### src/sv/textured_column_rasterizer_unit_macros.svh
`ifndef TEXTURED_COLUMN_RASTERIZER_UNIT_MACROS_SVH
`define TEXTURED_COLUMN_RASTERIZER_UNIT_MACROS_SVH

// same-cycle implication, checked on clk_i, off while rst_ni is low
`define TCR_ASSERT_NOW(label, ante, cons, msg) \
  label: assert property (@(posedge clk_i) disable iff (!rst_ni) (ante) |-> (cons)) \
    else $error(msg);

// next-cycle implication, checked on clk_i, off while rst_ni is low
`define TCR_ASSERT_NEXT(label, ante, cons, msg) \
  label: assert property (@(posedge clk_i) disable iff (!rst_ni) (ante) |=> (cons)) \
    else $error(msg);

`endif

### src/sv/tcr_pkg.sv
`timescale 1ns / 1ps

package tcr_pkg;

  // geometry and store sizes
  localparam int VIEW_HEIGHT_DEF = 64;
  localparam int TEXEL_DEPTH     = 128;
  localparam int MAP_DEPTH       = 256;
  localparam int TEXEL_AW        = $clog2(TEXEL_DEPTH);
  localparam int MAP_AW          = $clog2(MAP_DEPTH);

  // field widths
  localparam int ACTION_W = 2;
  localparam int BYTE_W   = 8;
  localparam int ROW_W    = 6;
  localparam int COORD_W  = 32;
  localparam int FRAC_W   = 16;
  localparam int OFFSET_W = 16;
  localparam int CFG_IDX_W = 8;

  // texture coordinate alignment
  localparam int STEP_SHIFT  = 8 - 1;
  localparam int INDEX_SHIFT = 8 + 1;

  // item actions
  typedef enum logic [ACTION_W-1:0] {
    ACT_LOAD_LIGHT = 2'd0,
    ACT_LOAD_TEXEL = 2'd1,
    ACT_DRAW       = 2'd2
  } action_e;

  // register indexes and reset values
  localparam logic [CFG_IDX_W-1:0] CFG_VIEW_WIDTH = 8'd0;
  localparam logic [CFG_IDX_W-1:0] CFG_CENTER_ROW = 8'd1;
  localparam logic [BYTE_W-1:0]    VIEW_WIDTH_RST = 8'd60;
  localparam logic [ROW_W-1:0]     CENTER_ROW_RST = 6'd32;

  // controller states
  typedef enum logic {
    ST_IDLE,
    ST_DRAW
  } state_e;

  // controller to datapath
  typedef struct packed {
    logic load_light;
    logic load_texel;
    logic start;
    logic issue;
  } dp_cmd_t;

  // datapath to controller
  typedef struct packed {
    logic stage1_valid;
    logic advance;
    logic last_row;
    logic empty;
  } dp_status_t;

endpackage

### src/sv/tcr_if.sv
`timescale 1ns / 1ps

// input item channel
interface tcr_item_if;
  logic                          valid;
  logic                          ready;
  logic [tcr_pkg::ACTION_W-1:0]  action;
  logic [tcr_pkg::BYTE_W-1:0]    table_index;
  logic [tcr_pkg::BYTE_W-1:0]    table_value;
  logic [tcr_pkg::BYTE_W-1:0]    column_x;
  logic [tcr_pkg::ROW_W-1:0]     top_row;
  logic [tcr_pkg::ROW_W-1:0]     bottom_row;
  logic [tcr_pkg::COORD_W-1:0]   inverse_scale;
  logic signed [tcr_pkg::COORD_W-1:0] texture_mid;

  modport source (output valid, action, table_index, table_value, column_x, top_row,
                  bottom_row, inverse_scale, texture_mid, input ready);
  modport sink (input valid, action, table_index, table_value, column_x, top_row,
                bottom_row, inverse_scale, texture_mid, output ready);
endinterface

// pixel result channel
interface tcr_pixel_if;
  logic                          valid;
  logic                          ready;
  logic [tcr_pkg::OFFSET_W-1:0]  pixel_offset;
  logic [tcr_pkg::BYTE_W-1:0]    pixel_color;
  logic                          last_pixel;

  modport source (output valid, pixel_offset, pixel_color, last_pixel, input ready);
  modport sink (input valid, pixel_offset, pixel_color, last_pixel, output ready);
endinterface

// register write channel
interface tcr_cfg_if;
  logic                           valid;
  logic                           ready;
  logic [tcr_pkg::CFG_IDX_W-1:0]  index;
  logic [tcr_pkg::BYTE_W-1:0]     data;

  modport source (output valid, index, data, input ready);
  modport sink (input valid, index, data, output ready);
endinterface

### src/sv/tcr_datapath.sv
`timescale 1ns / 1ps

module tcr_datapath #(
  parameter int VIEW_HEIGHT = tcr_pkg::VIEW_HEIGHT_DEF
) (
  input  logic                            clk_i,
  input  logic                            rst_ni,
  input  tcr_pkg::dp_cmd_t                cmd_i,
  output tcr_pkg::dp_status_t             status_o,
  input  logic                            cfg_we_i,
  input  logic [tcr_pkg::CFG_IDX_W-1:0]   cfg_index_i,
  input  logic [tcr_pkg::BYTE_W-1:0]      cfg_data_i,
  input  logic [tcr_pkg::BYTE_W-1:0]      table_index_i,
  input  logic [tcr_pkg::BYTE_W-1:0]      table_value_i,
  input  logic [tcr_pkg::BYTE_W-1:0]      column_x_i,
  input  logic [tcr_pkg::ROW_W-1:0]       top_row_i,
  input  logic [tcr_pkg::ROW_W-1:0]       bottom_row_i,
  input  logic [tcr_pkg::COORD_W-1:0]     inverse_scale_i,
  input  logic [tcr_pkg::COORD_W-1:0]     texture_mid_i,
  input  logic                            out_ready_i,
  output logic                            out_valid_o,
  output logic [tcr_pkg::OFFSET_W-1:0]    pixel_offset_o,
  output logic [tcr_pkg::BYTE_W-1:0]      pixel_color_o,
  output logic                            last_pixel_o
);
  import tcr_pkg::*;

  localparam logic [ROW_W-1:0] LAST_VIEW_ROW = ROW_W'(VIEW_HEIGHT - 1);

  logic [BYTE_W-1:0]   view_width_q;
  logic [ROW_W-1:0]    center_row_q;

  logic [BYTE_W-1:0]   light_mem [MAP_DEPTH];
  logic [BYTE_W-1:0]   texel_mem [TEXEL_DEPTH];

  logic [FRAC_W-1:0]   step_q, frac_q;
  logic [OFFSET_W-1:0] off_q;
  logic [ROW_W-1:0]    row_q, bot_q;

  logic                v1_q, v2_q, last1_q, last2_q;
  logic [OFFSET_W-1:0] off1_q, off2_q;
  logic [BYTE_W-1:0]   texel_q, color_q;

  logic [ROW_W-1:0]    bot_clip;
  logic [FRAC_W-1:0]   step_in, mid_in, diff16, frac0;
  logic [ROW_W:0]      row_diff;
  logic [2*FRAC_W-1:0] diff_prod;
  logic [OFFSET_W-1:0] off0;
  logic                advance;

  // configuration registers
  always_ff @(posedge clk_i or negedge rst_ni) begin
    if (!rst_ni) begin
      view_width_q <= VIEW_WIDTH_RST;
      center_row_q <= CENTER_ROW_RST;
    end else if (cfg_we_i) begin
      unique case (cfg_index_i)
        CFG_VIEW_WIDTH: view_width_q <= cfg_data_i;
        CFG_CENTER_ROW: center_row_q <= cfg_data_i[ROW_W-1:0];
        default: ;
      endcase
    end
  end

  // column setup: clip, step, start fraction and start offset
  always_comb begin
    bot_clip  = (bottom_row_i > LAST_VIEW_ROW) ? LAST_VIEW_ROW : bottom_row_i;
    step_in   = inverse_scale_i[STEP_SHIFT +: FRAC_W];
    mid_in    = texture_mid_i[STEP_SHIFT +: FRAC_W];
    row_diff  = {1'b0, top_row_i} - {1'b0, center_row_q};
    diff16    = {{(FRAC_W - ROW_W - 1){row_diff[ROW_W]}}, row_diff};
    diff_prod = diff16 * step_in;
    frac0     = mid_in + diff_prod[FRAC_W-1:0];
    off0      = OFFSET_W'(top_row_i) * OFFSET_W'(view_width_q) + OFFSET_W'(column_x_i);
  end

  // whole pipeline moves when the output slot is free or being taken
  assign advance = !v2_q || out_ready_i;

  assign status_o.stage1_valid = v1_q;
  assign status_o.advance      = advance;
  assign status_o.last_row     = (row_q == bot_q);
  assign status_o.empty        = (bot_clip < top_row_i);

  // walk state of the column
  always_ff @(posedge clk_i) begin
    if (cmd_i.start) begin
      step_q <= step_in;
      frac_q <= frac0;
      off_q  <= off0;
      row_q  <= top_row_i;
      bot_q  <= bot_clip;
    end else if (cmd_i.issue) begin
      frac_q <= frac_q + step_q;
      off_q  <= off_q + OFFSET_W'(view_width_q);
      row_q  <= row_q + ROW_W'(1);
    end
  end

  // table writes
  always_ff @(posedge clk_i) begin
    if (cmd_i.load_light) begin
      light_mem[table_index_i[MAP_AW-1:0]] <= table_value_i;
    end
  end

  always_ff @(posedge clk_i) begin
    if (cmd_i.load_texel) begin
      texel_mem[table_index_i[TEXEL_AW-1:0]] <= table_value_i;
    end
  end

  // table reads, one stage each, registered data
  always_ff @(posedge clk_i) begin
    if (advance) begin
      texel_q <= texel_mem[frac_q[INDEX_SHIFT +: TEXEL_AW]];
      color_q <= light_mem[texel_q];
    end
  end

  // stage payload
  always_ff @(posedge clk_i) begin
    if (advance) begin
      off1_q  <= off_q;
      last1_q <= (row_q == bot_q);
      off2_q  <= off1_q;
      last2_q <= last1_q;
    end
  end

  // stage valids
  always_ff @(posedge clk_i or negedge rst_ni) begin
    if (!rst_ni) begin
      v1_q <= 1'b0;
      v2_q <= 1'b0;
    end else if (advance) begin
      v1_q <= cmd_i.issue;
      v2_q <= v1_q;
    end
  end

  assign out_valid_o    = v2_q;
  assign pixel_offset_o = off2_q;
  assign pixel_color_o  = color_q;
  assign last_pixel_o   = last2_q;

endmodule

### src/sv/tcr_controller.sv
`timescale 1ns / 1ps
`include "textured_column_rasterizer_unit_macros.svh"

module tcr_controller (
  input  logic                          clk_i,
  input  logic                          rst_ni,
  input  logic                          in_valid_i,
  output logic                          in_ready_o,
  input  logic [tcr_pkg::ACTION_W-1:0]  action_i,
  input  tcr_pkg::dp_status_t           status_i,
  output tcr_pkg::dp_cmd_t              cmd_o
);
  import tcr_pkg::*;

  state_e state_q, state_d;
  logic   accept;

  assign accept = in_valid_i && in_ready_o;

  // state register
  always_ff @(posedge clk_i or negedge rst_ni) begin
    if (!rst_ni) begin
      state_q <= ST_IDLE;
    end else begin
      state_q <= state_d;
    end
  end

  // next state
  always_comb begin
    state_d = state_q;
    unique case (state_q)
      ST_IDLE: begin
        if (accept && (action_i == ACT_DRAW) && !status_i.empty) begin
          state_d = ST_DRAW;
        end
      end
      ST_DRAW: begin
        if (status_i.advance && status_i.last_row) begin
          state_d = ST_IDLE;
        end
      end
      default: state_d = ST_IDLE;
    endcase
  end

  // outputs
  always_comb begin
    in_ready_o = 1'b0;
    cmd_o      = '0;
    unique case (state_q)
      ST_IDLE: begin
        // a queued pixel still has a table read ahead of it
        in_ready_o = !status_i.stage1_valid;
        if (in_valid_i && in_ready_o) begin
          unique case (action_i)
            ACT_LOAD_LIGHT: cmd_o.load_light = 1'b1;
            ACT_LOAD_TEXEL: cmd_o.load_texel = 1'b1;
            ACT_DRAW:       cmd_o.start      = !status_i.empty;
            default: ;
          endcase
        end
      end
      ST_DRAW: begin
        cmd_o.issue = status_i.advance;
      end
      default: ;
    endcase
  end

  `TCR_ASSERT_NOW(a_start_when_drained, cmd_o.start,
                  (state_q == ST_IDLE) && !status_i.stage1_valid, "draw started while busy")
  `TCR_ASSERT_NEXT(a_last_issue_ends, cmd_o.issue && status_i.last_row,
                   state_q == ST_IDLE, "column walk ran past its last row")
  `TCR_ASSERT_NEXT(a_load_stays_idle, cmd_o.load_light || cmd_o.load_texel,
                   state_q == ST_IDLE, "table load started a walk")
  `TCR_ASSERT_NOW(a_no_accept_in_draw, state_q == ST_DRAW, !in_ready_o,
                  "item accepted during a column walk")

endmodule

### src/sv/textured_column_rasterizer_unit.sv
`timescale 1ns / 1ps
// channel     | dir | payload
// item_in     | in  | action, table_index, table_value, column_x, top/bottom row, scale, mid
// pixel_out   | out | pixel_offset, pixel_color, last_pixel
// cfg_in      | in  | index (0 view_width, 1 center_row), data; always ready
//
// a load item writes its table when taken; a draw item loads the walk setup and then
// walks its rows (up to VIEW_HEIGHT), the walk counter issuing one pixel a cycle,
// unless pixel_out stalls, into a two-stage texel / light map read pipeline.
// the next item is taken once the last pixel has left the first read stage.
// a stall on pixel_out freezes the whole pipeline; no pixel is dropped.
// reset clears control, stage valids and the config registers; the two tables are not cleared.

module textured_column_rasterizer_unit #(
  parameter int VIEW_HEIGHT = tcr_pkg::VIEW_HEIGHT_DEF
) (
  input logic        clk_i,
  input logic        rst_ni,
  tcr_item_if.sink   item_in,
  tcr_pixel_if.source pixel_out,
  tcr_cfg_if.sink    cfg_in
);
  import tcr_pkg::*;

  dp_cmd_t    cmd;
  dp_status_t status;

  // register port never stalls
  assign cfg_in.ready = 1'b1;

  tcr_controller u_ctrl (
    .clk_i      (clk_i),
    .rst_ni     (rst_ni),
    .in_valid_i (item_in.valid),
    .in_ready_o (item_in.ready),
    .action_i   (item_in.action),
    .status_i   (status),
    .cmd_o      (cmd)
  );

  tcr_datapath #(
    .VIEW_HEIGHT (VIEW_HEIGHT)
  ) u_dp (
    .clk_i           (clk_i),
    .rst_ni          (rst_ni),
    .cmd_i           (cmd),
    .status_o        (status),
    .cfg_we_i        (cfg_in.valid),
    .cfg_index_i     (cfg_in.index),
    .cfg_data_i      (cfg_in.data),
    .table_index_i   (item_in.table_index),
    .table_value_i   (item_in.table_value),
    .column_x_i      (item_in.column_x),
    .top_row_i       (item_in.top_row),
    .bottom_row_i    (item_in.bottom_row),
    .inverse_scale_i (item_in.inverse_scale),
    .texture_mid_i   (item_in.texture_mid),
    .out_ready_i     (pixel_out.ready),
    .out_valid_o     (pixel_out.valid),
    .pixel_offset_o  (pixel_out.pixel_offset),
    .pixel_color_o   (pixel_out.pixel_color),
    .last_pixel_o    (pixel_out.last_pixel)
  );

endmodule

### src/flat_wrapper.sv
// flat-port wrapper written by rule: the top's interface ports become plain ports
module textured_column_rasterizer_unit_flat import tcr_pkg::*;
#(
  parameter int VIEW_HEIGHT = tcr_pkg::VIEW_HEIGHT_DEF
)
  (clk_i, rst_ni, item_in_valid, item_in_action, item_in_table_index, item_in_table_value, item_in_column_x, item_in_top_row, item_in_bottom_row, item_in_inverse_scale, item_in_texture_mid, item_in_ready, pixel_out_valid, pixel_out_pixel_offset, pixel_out_pixel_color, pixel_out_last_pixel, pixel_out_ready, cfg_in_valid, cfg_in_index, cfg_in_data, cfg_in_ready);
  tcr_item_if item_in_i ();
  tcr_pixel_if pixel_out_i ();
  tcr_cfg_if cfg_in_i ();
  input logic clk_i;
  input logic rst_ni;
  input wire logic [$bits(item_in_i.valid)-1:0] item_in_valid;
  input wire logic [$bits(item_in_i.action)-1:0] item_in_action;
  input wire logic [$bits(item_in_i.table_index)-1:0] item_in_table_index;
  input wire logic [$bits(item_in_i.table_value)-1:0] item_in_table_value;
  input wire logic [$bits(item_in_i.column_x)-1:0] item_in_column_x;
  input wire logic [$bits(item_in_i.top_row)-1:0] item_in_top_row;
  input wire logic [$bits(item_in_i.bottom_row)-1:0] item_in_bottom_row;
  input wire logic [$bits(item_in_i.inverse_scale)-1:0] item_in_inverse_scale;
  input wire logic [$bits(item_in_i.texture_mid)-1:0] item_in_texture_mid;
  output wire logic [$bits(item_in_i.ready)-1:0] item_in_ready;
  output wire logic [$bits(pixel_out_i.valid)-1:0] pixel_out_valid;
  output wire logic [$bits(pixel_out_i.pixel_offset)-1:0] pixel_out_pixel_offset;
  output wire logic [$bits(pixel_out_i.pixel_color)-1:0] pixel_out_pixel_color;
  output wire logic [$bits(pixel_out_i.last_pixel)-1:0] pixel_out_last_pixel;
  input wire logic [$bits(pixel_out_i.ready)-1:0] pixel_out_ready;
  input wire logic [$bits(cfg_in_i.valid)-1:0] cfg_in_valid;
  input wire logic [$bits(cfg_in_i.index)-1:0] cfg_in_index;
  input wire logic [$bits(cfg_in_i.data)-1:0] cfg_in_data;
  output wire logic [$bits(cfg_in_i.ready)-1:0] cfg_in_ready;
  assign item_in_i.valid = item_in_valid;
  assign item_in_i.action = item_in_action;
  assign item_in_i.table_index = item_in_table_index;
  assign item_in_i.table_value = item_in_table_value;
  assign item_in_i.column_x = item_in_column_x;
  assign item_in_i.top_row = item_in_top_row;
  assign item_in_i.bottom_row = item_in_bottom_row;
  assign item_in_i.inverse_scale = item_in_inverse_scale;
  assign item_in_i.texture_mid = item_in_texture_mid;
  assign item_in_ready = item_in_i.ready;
  assign pixel_out_valid = pixel_out_i.valid;
  assign pixel_out_pixel_offset = pixel_out_i.pixel_offset;
  assign pixel_out_pixel_color = pixel_out_i.pixel_color;
  assign pixel_out_last_pixel = pixel_out_i.last_pixel;
  assign pixel_out_i.ready = pixel_out_ready;
  assign cfg_in_i.valid = cfg_in_valid;
  assign cfg_in_i.index = cfg_in_index;
  assign cfg_in_i.data = cfg_in_data;
  assign cfg_in_ready = cfg_in_i.ready;
  textured_column_rasterizer_unit #(.VIEW_HEIGHT(VIEW_HEIGHT)) u_core (.clk_i(clk_i), .rst_ni(rst_ni), .item_in(item_in_i), .pixel_out(pixel_out_i), .cfg_in(cfg_in_i));
endmodule
### config.mk
export PLATFORM = sky130hd
export DESIGN_NAME = textured_column_rasterizer_unit_flat
export DESIGN_NICKNAME = d
export VERILOG_FILES = /design/src/sv/tcr_pkg.sv /design/src/sv/tcr_if.sv /design/src/sv/tcr_datapath.sv /design/src/sv/tcr_controller.sv /design/src/sv/textured_column_rasterizer_unit.sv /design/src/flat_wrapper.sv
export VERILOG_INCLUDE_DIRS = /design/src /design/src/sv
export SDC_FILE = /design/constraint.sdc
export NUM_CORES = 2
export LEC_CHECK = 0
export BUFFER_PORTS_ARGS = -buffer_cell sky130_fd_sc_hd__buf_2
export CORE_AREA = 2 2 610 612
export DETAILED_ROUTE_END_ITERATION = 7
export DIE_AREA = 0 0 612 614
export GPL_TIMING_DRIVEN = 0
export PLACE_DENSITY_LB_ADDON = 0.1
export RECOVER_POWER = 100
export SLEW_MARGIN = 10
export SYNTH_ARGS = -nofsm -noshare
export SYNTH_HDL_FRONTEND = slang
export SYNTH_SLANG_ARGS = --single-unit
### constraint.sdc
create_clock -name clk_i -period 18.05 [get_ports clk_i]
set_clock_uncertainty 0.2 [all_clocks]
set_input_delay 0 -clock clk_i [delete_from_list [all_inputs] [get_ports clk_i]]
set_output_delay 0 -clock clk_i [all_outputs]
set_load 0.1 [all_outputs]
==> flow_metrics.py <==
metrics = {
    "routing": {
        "dr.first_iter.drc_count": 6179,
        "dr.pass1.iters": 5,
        "post_dr_vias_cell": 5.28,
        "totalWireLength_mm": 384,
        "number_of_drc_violations_after_detailed_routing": 0,
        "ant_nets": 0,
        "route.vias.total": 62200,
        "wl_per_cell_um": 32.6,
    },
    "floorplan": {
        "fp.dieArea_mm2": 0.376,
        "die_h_um": 614,
        "initial_standard_cell_utilization_of_the_core": 0.348,
        "die_width_um": 612,
        "row_count": 224,
        "core_area_mm2": 0.370,
        "num_io_pins": 151,
    },
    "clocking": {
        "clk-insertion-delay-late_ns": 0.96,
        "tritoncts": "built",
        "root_buffer": "sky130_fd_sc_hd__clkbuf_16",
        "cts_repair_resize_count": 0,
        "clock_sinks": 3199,
        "h_tree_lvl_count": 5,
        "clk_pin_slew_worst_paths_ns": 0.06,
        "cts_buffers": 358,
        "cts.path.max_buffers": 4,
    },
    "run": {
        "max_cap_viols": 43,
    },
    "logic_synthesis": {
        "ys_top_cells_by_area": "sky130_fd_sc_hd__edfxtp_1 74%, sky130_fd_sc_hd__mux4_2 18%, sky130_fd_sc_hd__fa_1 1.6%, sky130_fd_sc_hd__nor2_1 1.3%, sky130_fd_sc_hd__ha_1 1.0%",
        "ys_seq_area_frac": 0.745,
        "yosysWarnings": 0,
        "unique_cell_type_count_in_the_yosys_netlist": 59,
        "ys_seq_elements": 3199,
        "synth_area_mm2": 0.129,
        "number_of_instances_in_the_synthesized_netlist": 5859,
        "synthMostInstantiatedCell": "sky130_fd_sc_hd__edfxtp_1",
        "synth_ff_type": "sky130_fd_sc_hd__edfxtp_1",
        "yosys.area.top_type_share": 0.741,
        "synth_area_per_cell_um2": 22.0,
        "synthDominantAreaCellType": "sky130_fd_sc_hd__edfxtp_1",
        "synth_common_cells": "3,182 x sky130_fd_sc_hd__edfxtp_1, 1,008 x sky130_fd_sc_hd__mux4_2, 436 x sky130_fd_sc_hd__nor2_1",
        "synth_edf_count": 3182,
        "syn-num-nets": 6189,
        "postSynth.asyncResetShare": 0.00531,
    },
    "worst_setup_path": {
        "worst_setup_path_end_kind": "flop",
        "crit_path_required_time_ns": 18.10,
        "critPathMaxFanout": 111,
        "rrSetupSlack_ns": 10.50,
        "cp_data_arrival_time_ns": 11.10,
        "critical_path.startpoint_type": "input port",
        "criticalPathCategory": "input port to flop",
    },
    "placement": {
        "placed_instance_area_mm2": 0.137,
        "post_dp_hpwl_mm": 255,
        "globalplace.congestion": 0.804,
        "portBuffers": 115,
    },
    "layout": {
        "area.growth.synth_to_final_pct": 15.4,
        "drive_gt1_frac": 0.253,
        "layout.area.seq_mm2": 0.0960,
        "layout.filler_cells": 32900,
        "num-nets-final": 6840,
        "multiInputGateArea_mm2": 0.0311,
        "fin_area_mm2": 0.149,
    },
    "sta": {
        "maxSlewHeadroom": -3.00,
        "transition_time_of_the_tightest_slew_check_pin_ns": 5.99,
        "max_freq_mhz": 90.6,
        "final.min_clock_period_ns": 11.04,
        "timing_max_transition_violations_final": 3244,
        "fin_setup_tns_ns": 0,
        "post-route-period-util": 0.612,
        "finalHoldViolCount": 0,
        "setup_repair_after_global_routing_missed_its_margin": "false",
        "setup_violations": 0,
    },
    "global_route": {
        "grt_overflow": 0,
        "grt_pass1_wl_mm": 531,
        "initial_antenna_violation_count": 27,
        "grt_max_degree": 129,
        "grt_pass1_vias": 64500,
        "globalRouteTotalUtil": 0.204,
    },
    "run_status": {
        "result_of_the_run": "complete, but fails checks",
        "failing_checks": "capacitance limit, slew limit",
    },
    "power_and_ir_drop": {
        "power.ir.vdd_worst_v": 0.0000807,
        "leakagePower_nw": 46.7,
        "power_density_mw_per_mm2": 155,
    },
    "hold_path": {
        "min_path_type": "input port to flop",
    },
}
final cells by class:
| class | count | area share |
|---|---|---|
| diodes | 7 | 0.000118 |
| plain buffers | 301 | 0.00875 |
| clock buffers | 440 | 0.0636 |
| clock inverters | 207 | 0.0133 |
| inverters | 160 | 0.00404 |
| multi-input cells | 2199 | 0.209 |
| flip-flops and latches | 3199 | 0.645 |
| well taps | 4972 | 0.0418 |
| repair buffers | 291 | 0.0145 |
placed cells by master, fill, tap and decap left out, types with 8 or more instances in the layout:
master	netlist	layout
sky130_fd_sc_hd__a21o_1	19	19
sky130_fd_sc_hd__a21oi_1	45	45
sky130_fd_sc_hd__a22oi_1	16	16
sky130_fd_sc_hd__and2_1	59	58
sky130_fd_sc_hd__buf_1	27	21
sky130_fd_sc_hd__buf_2	82	140
sky130_fd_sc_hd__bufinv_16	0	34
sky130_fd_sc_hd__clkbuf_1	190	320
sky130_fd_sc_hd__clkbuf_16	0	367
sky130_fd_sc_hd__clkbuf_2	0	44
sky130_fd_sc_hd__clkinv_1	1	84
sky130_fd_sc_hd__clkinv_2	0	62
sky130_fd_sc_hd__dfrtp_1	12	12
sky130_fd_sc_hd__dlygate4sd3_1	0	128
sky130_fd_sc_hd__edfxtp_1	3182	3182
sky130_fd_sc_hd__fa_1	100	100
sky130_fd_sc_hd__ha_1	107	107
sky130_fd_sc_hd__inv_1	159	159
sky130_fd_sc_hd__inv_6	0	10
sky130_fd_sc_hd__mux2_2	22	18
sky130_fd_sc_hd__mux4_2	1008	1008
sky130_fd_sc_hd__nand2_1	146	146
sky130_fd_sc_hd__nand2b_1	9	9
sky130_fd_sc_hd__nand3_1	22	22
sky130_fd_sc_hd__nor2_1	436	436
sky130_fd_sc_hd__nor2b_1	31	31
sky130_fd_sc_hd__o21ai_0	29	29
sky130_fd_sc_hd__o21bai_1	8	8
sky130_fd_sc_hd__xnor2_1	38	38
sky130_fd_sc_hd__xor2_1	28	28
through the flow:
| step | worst slack, ns | power [mW] | instances | util | hold WS, ns |
|---|---|---|---|---|---|
| after global routing | 6.06 | 23.9 | 11800 | 0.402 | 0.128 |
| after global placement | 10.75 | 16.1 | 10900 | 0.367 | -0.245 |
| after floorplan | 11.89 | 13.0 | 5859 | - | -0.496 |
| after CTS | 10.45 | 23.4 | 11800 | 0.405 | 0.0240 |
| after detailed placement | 10.77 | 16.1 | 11000 | 0.370 | -0.231 |
| final | 7.01 | 23.1 | 11800 | 0.402 | 0.0797 |
cell families after synthesis:
logic type / Yosys count / share of synthesized area
muxes: 1037 / 0.179
buffers and inverters: 461 / 0.0143
other: 1 / 0.0000291
DFF: 3199 / 0.745
AOI/OAI and AO/OA: 152 / 0.00751
adders and majority gates: 207 / 0.0259
and+or+nand+nor: 734 / 0.0242
xor gates and xnor gates: 68 / 0.00483
state kept, by name, summed over array words and instances, names as in the netlist, 6 cells and up:
signal and cells:
u_core.u_dp.pixel_color_o 8, u_core.u_dp.frac_q 16, u_core.u_dp.center_row_q 6, u_core.u_dp.bot_q 6, u_core.u_dp.step_q 16, u_core.u_dp.texel_mem 1024
u_core.u_dp.texel_q 8, u_core.u_dp.pixel_offset_o 16, u_core.u_dp.light_mem 2048, u_core.u_dp.off1_q 16, u_core.u_dp.row_q 6, u_core.u_dp.off_q 16
u_core.u_dp.view_width_q 8
routing by layer:
metal | global-route usage | part of all wire | wire [um] | vias to the layer above
li1 | - | - | - | 25600
met1 | 0.291 | 0.44 | 171000 | 34400
met2 | 0.332 | 0.48 | 185000 | 1747
met3 | 0.0311 | 0.053 | 20300 | 442
met4 | 0.0410 | 0.021 | 8090 | 10
met5 | 0 | 0.00017 | 66 | -
repair_timing:
item,in CTS,in global routing
setup buffers,0,0
endpoints found under the hold margin,2788,0
hold buffers,135,0
worst paths after layout:
path,from,to,cells after the start
worst min-delay path,item_in_column_x[3],u_core.u_dp.off_q[3],7
max in group asynchronous,rst_ni,u_core.u_dp.view_width_q[6],3
worst min register to register,u_core.u_dp.off1_q[6],u_core.u_dp.pixel_offset_o[6],0
min in group asynchronous,rst_ni,u_core.u_dp.center_row_q[1],3
worst max register to register,u_core.u_dp.center_row_q[0],u_core.u_dp.frac_q[15],23
worst max-delay path,item_in_table_value[2],u_core.u_dp.texel_mem[88][2],6
worst max-delay path, cell delays in order:
cell                            delay, ns
sky130_fd_sc_hd__dlygate4sd3_1       0.52
sky130_fd_sc_hd__dlygate4sd3_1       0.54
sky130_fd_sc_hd__clkbuf_1            0.40
sky130_fd_sc_hd__clkbuf_1            4.17
sky130_fd_sc_hd__clkbuf_1            2.73
sky130_fd_sc_hd__clkbuf_1            2.45
power breakdown:
| group | switching, mW | internal (mW) | leakage (nW) | total [mW] |
|---|---|---|---|---|
| clock network | 3.01 | 4.20 | 5.59 | 7.21 |
| registers | 0.0861 | 8.38 | 28.9 | 8.46 |
| logic | 4.41 | 3.01 | 12.2 | 7.42 |
| total | 7.51 | 15.6 | 46.7 | 23.1 |
(Power assumes the default switching activity.)
